## src/rtl/adcseq_pkg.sv

```systemverilog
// Package: widths, reset values and register map of the ADC sequencer accumulator.
package adcseq_pkg;

  localparam int unsigned ADC_W       = 10;
  localparam int unsigned SUM_W       = 26;
  localparam int unsigned CNT_W       = 16;
  localparam int unsigned APB_DATA_W  = 32;
  localparam int unsigned APB_ADDR_W  = 3;

  localparam logic [CNT_W-1:0] CNT_MAX = '1;

  localparam logic [ADC_W-1:0] PULLDOWN_TARGET_RST = ADC_W'(465);

  localparam int unsigned ROTATION_LENGTH_DEF = 8;

  // Register byte addresses
  localparam logic [APB_ADDR_W-1:0] ADDR_PULLDOWN_TARGET = APB_ADDR_W'(0);

  // Request codes
  typedef enum logic {
    REQ_SAMPLE   = 1'b0,
    REQ_SNAPSHOT = 1'b1
  } req_t;

endpackage

```

## src/rtl/adc_sequencer_pulldown_accumulator_unit.sv

```systemverilog
// ADC channel sequencer with pulldown control and sample accumulators.
//
// Input channel (in_valid/in_stall): one transfer is either a finished ADC
// conversion (req_type 0, adc_value) or a snapshot request (req_type 1).
// A conversion is credited to the channel in progress (thermistor or
// internal temperature); the next channel is temperature whenever the ratio
// count is a multiple of ROTATION_LENGTH. Counts saturate at 65535 and then
// freeze their sums. A snapshot returns all sums and counts and clears them.
// Output channel (out_valid/out_stall): exactly one result per transfer.
// The result is loaded into the output register when the item is accepted and
// can transfer from there on. Throughput is one item per cycle while the
// output register is free or drains; the state update is a single compare
// and add, and a rotation counter tracks the ratio count modulo
// ROTATION_LENGTH so no divider is needed.
// When the receiver stalls with a result pending, in_stall is raised and the
// held result stays unchanged. Reset clears all sums and counts, sets the
// channel in progress to temperature, the pulldown flag to 0 and the
// pulldown target to 465. The APB port (pready always high) holds the
// pulldown target at byte address 0.
module adc_sequencer_pulldown_accumulator_unit
  import adcseq_pkg::*;
#(
  parameter int unsigned ROTATION_LENGTH = ROTATION_LENGTH_DEF
) (
  input  logic                  clk,
  input  logic                  rst_n,
  // APB configuration
  input  logic                  psel,
  input  logic                  penable,
  input  logic                  pwrite,
  input  logic [APB_ADDR_W-1:0] paddr,
  input  logic [APB_DATA_W-1:0] pwdata,
  output logic [APB_DATA_W-1:0] prdata,
  output logic                  pready,
  // input channel
  input  logic                  in_valid,
  output logic                  in_stall,
  input  logic                  in_req_type,
  input  logic [ADC_W-1:0]      in_adc_value,
  // result channel
  output logic                  out_valid,
  input  logic                  out_stall,
  output logic                  out_pulldown_active,
  output logic                  out_next_is_temperature,
  output logic [SUM_W-1:0]      out_thermistor_sum,
  output logic [CNT_W-1:0]      out_thermistor_count,
  output logic [SUM_W-1:0]      out_temperature_sum,
  output logic [CNT_W-1:0]      out_temperature_count,
  output logic [CNT_W-1:0]      out_pulldown_sum,
  output logic [CNT_W-1:0]      out_pulldown_count
);

  localparam int unsigned ROT_W = $clog2(ROTATION_LENGTH);
  localparam logic [ROT_W-1:0] ROT_LAST = ROT_W'(ROTATION_LENGTH - 1);

  // Configuration register
  logic [ADC_W-1:0] target_r;

  // Sequencer state
  logic             conv_temp_r, conv_temp_nxt;
  logic             flag_r, flag_nxt;
  logic [SUM_W-1:0] th_sum_r, th_sum_nxt;
  logic [CNT_W-1:0] th_cnt_r, th_cnt_nxt;
  logic [SUM_W-1:0] te_sum_r, te_sum_nxt;
  logic [CNT_W-1:0] te_cnt_r, te_cnt_nxt;
  logic [CNT_W-1:0] pd_sum_r, pd_sum_nxt;
  logic [CNT_W-1:0] pd_cnt_r, pd_cnt_nxt;
  logic [ROT_W-1:0] rot_r, rot_nxt;

  // Output register
  logic             out_valid_r;
  logic             o_flag_r, o_temp_r;
  logic [SUM_W-1:0] o_th_sum_r, o_te_sum_r;
  logic [CNT_W-1:0] o_th_cnt_r, o_te_cnt_r, o_pd_sum_r, o_pd_cnt_r;

  logic in_xfer, out_free;

  // Handshake: take a new item whenever the output register is free or drains
  assign out_free = !out_valid_r || !out_stall;
  assign in_stall = !out_free;
  assign in_xfer  = in_valid && out_free;

  // APB access
  assign pready = 1'b1;
  always_comb begin
    prdata = '0;
    if (paddr == ADDR_PULLDOWN_TARGET) begin
      prdata = APB_DATA_W'(target_r);
    end
  end

  always_ff @(posedge clk) begin
    if (!rst_n) begin
      target_r <= PULLDOWN_TARGET_RST;
    end else if (psel && penable && pwrite && pready &&
                 paddr == ADDR_PULLDOWN_TARGET) begin
      target_r <= pwdata[ADC_W-1:0];
    end
  end

  // Next state for one sample or snapshot
  always_comb begin
    conv_temp_nxt = conv_temp_r;
    flag_nxt      = flag_r;
    th_sum_nxt    = th_sum_r;
    th_cnt_nxt    = th_cnt_r;
    te_sum_nxt    = te_sum_r;
    te_cnt_nxt    = te_cnt_r;
    pd_sum_nxt    = pd_sum_r;
    pd_cnt_nxt    = pd_cnt_r;
    rot_nxt       = rot_r;
    if (req_t'(in_req_type) == REQ_SNAPSHOT) begin
      th_sum_nxt = '0;
      th_cnt_nxt = '0;
      te_sum_nxt = '0;
      te_cnt_nxt = '0;
      pd_sum_nxt = '0;
      pd_cnt_nxt = '0;
      rot_nxt    = '0;
    end else begin
      // channel choice uses the ratio count before this sample
      conv_temp_nxt = (rot_r == '0);
      if (conv_temp_r) begin
        if (te_cnt_r != CNT_MAX) begin
          te_sum_nxt = te_sum_r + SUM_W'(in_adc_value);
          te_cnt_nxt = te_cnt_r + CNT_W'(1);
        end
      end else begin
        flag_nxt = (in_adc_value > target_r);
        if (th_cnt_r != CNT_MAX) begin
          th_sum_nxt = th_sum_r + SUM_W'(in_adc_value);
          th_cnt_nxt = th_cnt_r + CNT_W'(1);
        end
      end
      // ratio accumulator; rotation counter follows the ratio count
      if (pd_cnt_r != CNT_MAX) begin
        pd_sum_nxt = pd_sum_r + CNT_W'(flag_nxt);
        pd_cnt_nxt = pd_cnt_r + CNT_W'(1);
        rot_nxt    = (rot_r == ROT_LAST) ? '0 : rot_r + ROT_W'(1);
      end
    end
  end

  // State registers
  always_ff @(posedge clk) begin
    if (!rst_n) begin
      conv_temp_r <= 1'b1;
      flag_r      <= 1'b0;
      th_sum_r    <= '0;
      th_cnt_r    <= '0;
      te_sum_r    <= '0;
      te_cnt_r    <= '0;
      pd_sum_r    <= '0;
      pd_cnt_r    <= '0;
      rot_r       <= '0;
    end else if (in_xfer) begin
      conv_temp_r <= conv_temp_nxt;
      flag_r      <= flag_nxt;
      th_sum_r    <= th_sum_nxt;
      th_cnt_r    <= th_cnt_nxt;
      te_sum_r    <= te_sum_nxt;
      te_cnt_r    <= te_cnt_nxt;
      pd_sum_r    <= pd_sum_nxt;
      pd_cnt_r    <= pd_cnt_nxt;
      rot_r       <= rot_nxt;
    end
  end

  // Output valid
  always_ff @(posedge clk) begin
    if (!rst_n) begin
      out_valid_r <= 1'b0;
    end else if (out_free) begin
      out_valid_r <= in_valid;
    end
  end

  // Output payload: snapshot reports values before the clear
  always_ff @(posedge clk) begin
    if (in_xfer) begin
      o_flag_r <= flag_nxt;
      o_temp_r <= conv_temp_nxt;
      if (req_t'(in_req_type) == REQ_SNAPSHOT) begin
        o_th_sum_r <= th_sum_r;
        o_th_cnt_r <= th_cnt_r;
        o_te_sum_r <= te_sum_r;
        o_te_cnt_r <= te_cnt_r;
        o_pd_sum_r <= pd_sum_r;
        o_pd_cnt_r <= pd_cnt_r;
      end else begin
        o_th_sum_r <= th_sum_nxt;
        o_th_cnt_r <= th_cnt_nxt;
        o_te_sum_r <= te_sum_nxt;
        o_te_cnt_r <= te_cnt_nxt;
        o_pd_sum_r <= pd_sum_nxt;
        o_pd_cnt_r <= pd_cnt_nxt;
      end
    end
  end

  assign out_valid               = out_valid_r;
  assign out_pulldown_active     = o_flag_r;
  assign out_next_is_temperature = o_temp_r;
  assign out_thermistor_sum      = o_th_sum_r;
  assign out_thermistor_count    = o_th_cnt_r;
  assign out_temperature_sum     = o_te_sum_r;
  assign out_temperature_count   = o_te_cnt_r;
  assign out_pulldown_sum        = o_pd_sum_r;
  assign out_pulldown_count      = o_pd_cnt_r;

  // Assertions

  // an accepted item always shows up as a result in the next cycle
  a_result_follows: assert property (@(posedge clk) disable iff (!rst_n)
    in_xfer |=> out_valid_r)
    else $error("accepted item produced no result");

  // a pending result that is not taken blocks the input side
  a_stall_holds: assert property (@(posedge clk) disable iff (!rst_n)
    (out_valid_r && out_stall) |-> !in_xfer)
    else $error("item accepted while result stalled");

  // rotation counter stays inside the rotation
  a_rot_range: assert property (@(posedge clk) disable iff (!rst_n)
    rot_r <= ROT_LAST)
    else $error("rotation counter out of range");

  // pulldown hits never exceed the samples counted
  a_ratio_bound: assert property (@(posedge clk) disable iff (!rst_n)
    pd_sum_r <= pd_cnt_r)
    else $error("pulldown sum above pulldown count");

  // a snapshot leaves all counts cleared
  a_snapshot_clears: assert property (@(posedge clk) disable iff (!rst_n)
    (in_xfer && in_req_type) |=>
      (th_cnt_r == '0 && te_cnt_r == '0 && pd_cnt_r == '0 && rot_r == '0))
    else $error("snapshot did not clear counts");

endmodule
```

## config.mk

```make
export PLATFORM = sky130hd
export DESIGN_NAME = adc_sequencer_pulldown_accumulator_unit
export DESIGN_NICKNAME = d
export VERILOG_FILES = /design/src/rtl/adcseq_pkg.sv /design/src/rtl/adc_sequencer_pulldown_accumulator_unit.sv
export SDC_FILE = /design/constraint.sdc
export NUM_CORES = 1
export LEC_CHECK = 0
export BUFFER_PORTS_ARGS = -buffer_cell sky130_fd_sc_hd__buf_2
export CAP_MARGIN = 10
export CORE_MARGIN = 2
export CORE_UTILIZATION = 35
export DETAILED_ROUTE_END_ITERATION = 10
export GPL_TIMING_DRIVEN = 0
export PLACE_DENSITY = 0.63
export REMOVE_ABC_BUFFERS = 1
export SYNTH_ARGS = -nofsm -noshare
export SYNTH_HDL_FRONTEND = slang
export SYNTH_SLANG_ARGS = --single-unit
```

## constraint.sdc

```tcl
create_clock -name clk -period 11.45 [get_ports clk]
set_clock_uncertainty 0.15 [all_clocks]
set_input_delay 0.5725 -clock clk [delete_from_list [all_inputs] [get_ports clk]]
set_output_delay 0.5725 -clock clk [all_outputs]
set_load 0.05 [all_outputs]
```

== Word-level counts from Yosys, hierarchy flattened ==
Index checks and enable logic that the tools add are counted.

* Bits in registers: 250
* Output and inout port bits: 153
* Logic and storage cells: 73

* Add/sub/neg operators: 7
* Magnitude comparators: 1
* Equality and inequality tests: 4
* Multiplexer cells: 30
* Reductions and logical operators: 12

{| class="wikitable"
|+ Operators by type and width
! kind !! count
|-
| $mux 16 || 14
|-
| $mux 26 || 8
|-
| $add 26x10->26 || 2
|-
| $add 16x1->16 const B || 3
|-
| $ne 16x16->1 const B || 3
|-
| $add 16x1->16 || 1
|-
| $gt 10x10->1 || 1
|-
| $mux 10 || 1
|-
| $mux 3 || 3
|-
| $logic_not 3->1 || 2
|-
| $logic_and 1x1->1 || 4
|-
| $mux 1 || 4
|-
| $add 3x1->3 const B || 1
|-
| $eq 3x3->1 const B || 1
|-
| $logic_not 1->1 || 3
|-
| $reduce_and 2->1 || 1
|-
| $reduce_bool 2->1 || 1
|-
| $logic_or 1x1->1 || 1
|}

== Logic depth before layout (Yosys ltp) ==
* Depth in word-level cells: 7
* Mapped depth: 15

== Worst setup path before layout ==
No wires, ideal clock.

* Path kind: input to register
* Start point: input port in_valid
* End point: register te_sum_r[12]
* Data arrival time: 4.980 ns
* Slack: 6.012 ns
* Stages: 5
* Buffers on the path: 2
* Cells stage by stage: a21bo_2 inv_1 clkbuf_1 clkbuf_1 o221ai_1

* Word-level cells in the longest chain between the ends: 1

{| class="wikitable"
|+ Ends and longest elaborated chain
! what !! line !! RTL
|-
| start, declared || adc_sequencer_pulldown_accumulator_unit.sv:36 || <nowiki>input logic in_valid,</nowiki>
|-
| $logic_and 1x1->1 || adc_sequencer_pulldown_accumulator_unit.sv:81 || <nowiki>assign in_xfer = in_valid && out_free;</nowiki>
|-
| via in_xfer || adc_sequencer_pulldown_accumulator_unit.sv:76 || <nowiki>logic in_xfer, out_free;</nowiki>
|-
| end signal, assigned || adc_sequencer_pulldown_accumulator_unit.sv:161 || <nowiki>te_sum_r <= te_sum_nxt;</nowiki>
|-
| end, declared || adc_sequencer_pulldown_accumulator_unit.sv:64 || <nowiki>logic [SUM_W-1:0] te_sum_r, te_sum_nxt;</nowiki>
|}

The timed path passes the listed nets, and every way through them passes these cells.
A chain may end at the register's enable or synchronous reset.

== Worst setup path in the final report ==
* Start point: register out_valid_r, in the netlist out_valid
* End point: register te_cnt_r[10]

* Word-level cells in the longest chain between the ends: 3

{| class="wikitable"
|+ Ends and longest elaborated chain
! what !! line !! RTL
|-
| start, declared || adc_sequencer_pulldown_accumulator_unit.sv:71 || <nowiki>logic out_valid_r;</nowiki>
|-
| start signal, assigned || adc_sequencer_pulldown_accumulator_unit.sv:174 || <nowiki>out_valid_r <= in_valid;</nowiki>
|-
| $logic_not 1->1 || adc_sequencer_pulldown_accumulator_unit.sv:79 || <nowiki>assign out_free = !out_valid_r || !out_stall;</nowiki>
|-
| $logic_or 1x1->1 || adc_sequencer_pulldown_accumulator_unit.sv:79 ||
|-
| $logic_and 1x1->1 || adc_sequencer_pulldown_accumulator_unit.sv:81 ||
|-
| end signal, assigned || adc_sequencer_pulldown_accumulator_unit.sv:162 || <nowiki>te_cnt_r <= te_cnt_nxt;</nowiki>
|-
| end, declared || adc_sequencer_pulldown_accumulator_unit.sv:65 || <nowiki>logic [CNT_W-1:0] te_cnt_r, te_cnt_nxt;</nowiki>
|}

No other way between the ends.

==> results_dict.tcl <==
set metrics [dict create \
    outcome "finished clean" \
    crit_family "simple AND/OR/NAND/NOR gates" \
    start_util_pct 35.5 \
    period_share_pct 35.6 \
    yosys-top-cells-area "edfxtp_1 27%, dfxtp_1 20%, nand2_1 4.8%" \
    drv_cap 0 \
    worstPathRequired_ps 11760 \
    worstSetupPathType "flip-flop to flip-flop" \
    placementRows 71 \
    synth-simple-area-share_pct 20.3 \
    ioPinCount 206 \
    cts_repair_resize_count 0 \
    die-area_mm2 0.0397 \
    slowest_delay_ps 980 \
    whs_ps 79.2 \
    die_w_um 199 \
    cts_tree "yes" \
    drv_slew 0 \
    ys_seq_area_share_pct 46.3 \
    yosysUniqueCellTypes 77 \
    finalWorstSetupSlack_ps 7380 \
    track_usage_pct 18.5 \
    nets 1635 \
    die_h_um 199 \
    ant_nets 0 \
    synth_seq_cells 250 \
    hold_violations 0 \
    wirelength_mm 37.6 \
    cts.clk_slew.worst_paths_ps 60 \
    cp-start-kind "flip-flop" \
    synthToLayoutAreaGrowth_pct 15.6 \
    fin_setup_tns_ps 0 \
    path_max_fanout 97 \
    cts_num_sinks 250 \
    worstMarginPinSlew_ps 1260 \
    drive_gt1_share_pct 16.4 \
    yosys.area_share.adder_pct 3.86 \
    ir_drop_mv 0.0963 \
    dr.pass1.iters 6 \
    pre_cts_slack_ps 6430 \
    synth_edf_count 118 \
    grt_max_degree 98 \
    fin_area_mm2 0.0154 \
    clockRootBuffer "clkbuf_16" \
    coreArea_mm2 0.0376 \
    netlist_instances 1435 \
    min_path_type "input pin to flip-flop" \
    h-tree-depth 1 \
    synth_ff_type "dfxtp_1" \
    postCtsSetupBuffers 0 \
    synth_area_mm2 0.0133 \
    synth_top_family_by_area "simple AND/OR/NAND/NOR gates" \
    synth_area_leader_cell "edfxtp_1" \
    clk_latency_ps 560 \
    synth_xor_area_share_pct 6.04 \
    leakage_nw 5.95 \
    critPathBufInv 3 \
    cpMaxStageDelayCell "nor2_1" \
    rsz0062_at_grt "no" \
    avgSynthCellArea_um2 9.30 \
    crit_chain "a21bo_4 > buf_12 > inv_6 > buf_16 > nand2_2 > nor2_1 > a21oi_1 > a311oi_1" \
    cts_hold_buf 0 \
    dp_hpwl_mm 24.7 \
    yosysWarnings 0 \
    synthArstFlopShare_pct 0 \
    clock.fmax_mhz 246 \
    grt_pass1_wl_mm 58.1 \
    port_buffers 160 \
    avgRoutedWirePerCell_um 18.1 \
    synth-compound-area-share_pct 17.3 \
    antenna_found_initial 0 \
    powerDensity_mw_per_mm2 141 \
    post-route-drc-count 0 \
    gp_routability_congestion 0.856 \
    finalCriticalPeriod_ps 4070 \
    place_area_mm2 0.0145 \
    globalRouteOverflowTotal 0 \
    nFillCells 3750 \
    routed_via_density 5.48 \
    arrival_ps 4380 \
    n_antenna_cell 0 \
    crit_path_end_kind "flip-flop" \
    final-setup-viol-count 0 \
    synthMuxAreaShare_pct 0.909 \
    cts_made_buffers 29 \
    r2r_slack_ps 7380 \
    first_global_vias 10468 \
    synth_top_area_share_pct 26.5 \
    drt_iter0_drc 826 \
    max-slew-margin-rel_pct 16.2 \
    vias 11363 \
    cts_buffer_depth 3 \
]
cells in the final DEF, fill, tap and decap left out, types with 23 or more instances in the layout:
| master | synthesis | layout |
|---|---|---|
| a21oi_1 | 87 | 86 |
| a31oi_1 | 34 | 34 |
| and3_1 | 30 | 30 |
| buf_2 | 10 | 162 |
| clkbuf_16 | 0 | 29 |
| conb_1 | 2 | 23 |
| dfxtp_1 | 132 | 132 |
| edfxtp_1 | 118 | 118 |
| ha_1 | 38 | 38 |
| inv_1 | 29 | 27 |
| nand2_1 | 169 | 168 |
| nand3_1 | 58 | 58 |
| nand4_1 | 34 | 34 |
| nor2_1 | 100 | 100 |
| nor3_1 | 35 | 35 |
| o211ai_1 | 24 | 24 |
| o21ai_0 | 73 | 73 |
| or3_1 | 25 | 25 |
| xnor2_1 | 42 | 42 |
| xor2_1 | 50 | 50 |
per-layer routing:
metal  track usage, %  part of all wire [%]  vias to the layer above
li1                 -                     -                     5502
met1             25.6                    46                     5434
met2             29.8                    45                      372
met3             3.29                   6.5                       55
met4             5.22                   2.0                        0
met5                0                     0                        -
tightest hold or removal path, stage by stage:
cell and delay, ps:
buf_2 80, nand2_1 40, nand3_1 60
through the flow:
step / power [mW] / std cells / util (%)
4_1_cts: 2.20 / 2074 / 41.0
6_report: 2.18 / 2075 / 41.1
5_1_grt: 2.26 / 2075 / 41.1
2_1_floorplan: 1.18 / 1339 / -
3_3_place_gp: 1.27 / 2010 / 38.0
3_5_place_dp: 1.27 / 2021 / 38.6
power breakdown:
group          internal [mW]  leakage, nW  switching, mW
Sequential             0.965         2.25         0.0137
Clock                  0.535        0.451          0.387
Combinational         0.0579         3.25          0.218
cell usage after synthesis (12+ instances only):
| master | count |
|---|---|
| nand2_1 | 169 |
| dfxtp_1 | 132 |
| edfxtp_1 | 118 |
| nor2_1 | 100 |
| a21oi_1 | 87 |
| o21ai_0 | 73 |
| clkbuf_1 | 70 |
| nand3_1 | 58 |
| xor2_1 | 50 |
| xnor2_1 | 42 |
| ha_1 | 38 |
| nor3_1 | 35 |
| a31oi_1 | 34 |
| nand4_1 | 34 |
| and3_1 | 30 |
| inv_1 | 29 |
| buf_4 | 25 |
| or3_1 | 25 |
| o211ai_1 | 24 |
| and2_1 | 21 |
| a21o_1 | 14 |
| a22oi_1 | 13 |
| nor4_1 | 12 |
final timing paths:
kind,startpoint,end,cells past startpoint
worst min register to register,target_r[5]$_SDFFE_PN0P_,target_r[5]$_SDFFE_PN0P_,2
worst min-delay path,pwdata[0],target_r[0]$_SDFFE_PN1P_,3
worst max-delay path,out_valid$_SDFFE_PN0N_,te_cnt_r[10]$_SDFFE_PN0P_,8
worst max register to register,out_valid$_SDFFE_PN0N_,te_cnt_r[10]$_SDFFE_PN0P_,8
registers in the layout (all words and copies together) (netlist names), 3 cells and up:
name	cells
out_temperature_sum	26
te_sum_r	26
out_temperature_count	16
pd_cnt_r	16
out_thermistor_count	16
out_pulldown_count	16
out_pulldown_sum	16
th_sum_r	26
te_cnt_r	16
target_r	10
pd_sum_r	16
th_cnt_r	16
rot_r	3
out_thermistor_sum	26
kinds of logic (layout without fill, tap and decap cells):
logic type / Yosys count / count (layout)
DFF: 250 / 250
muxes: 11 / 11
and+or+nand+nor: 542 / 542
adders and majority gates: 40 / 40
xor gates and xnor gates: 92 / 92
AOI/OAI and AO/OA: 351 / 351
buffers and inverters: 147 / 255
other: 2 / 23
layout make-up:
cell class                 count  area [um2]  area share (%)
multi-input combinational   1059        6580            42.6
tap                          511         639            4.14
clock inverter                21         186            1.21
sequential                   250        6190            40.1
timing repair buffer         172         971            6.29
inverter                      30         120           0.778
clock buffer                  32         747            4.84
Power figures use the tool's default switching activity.
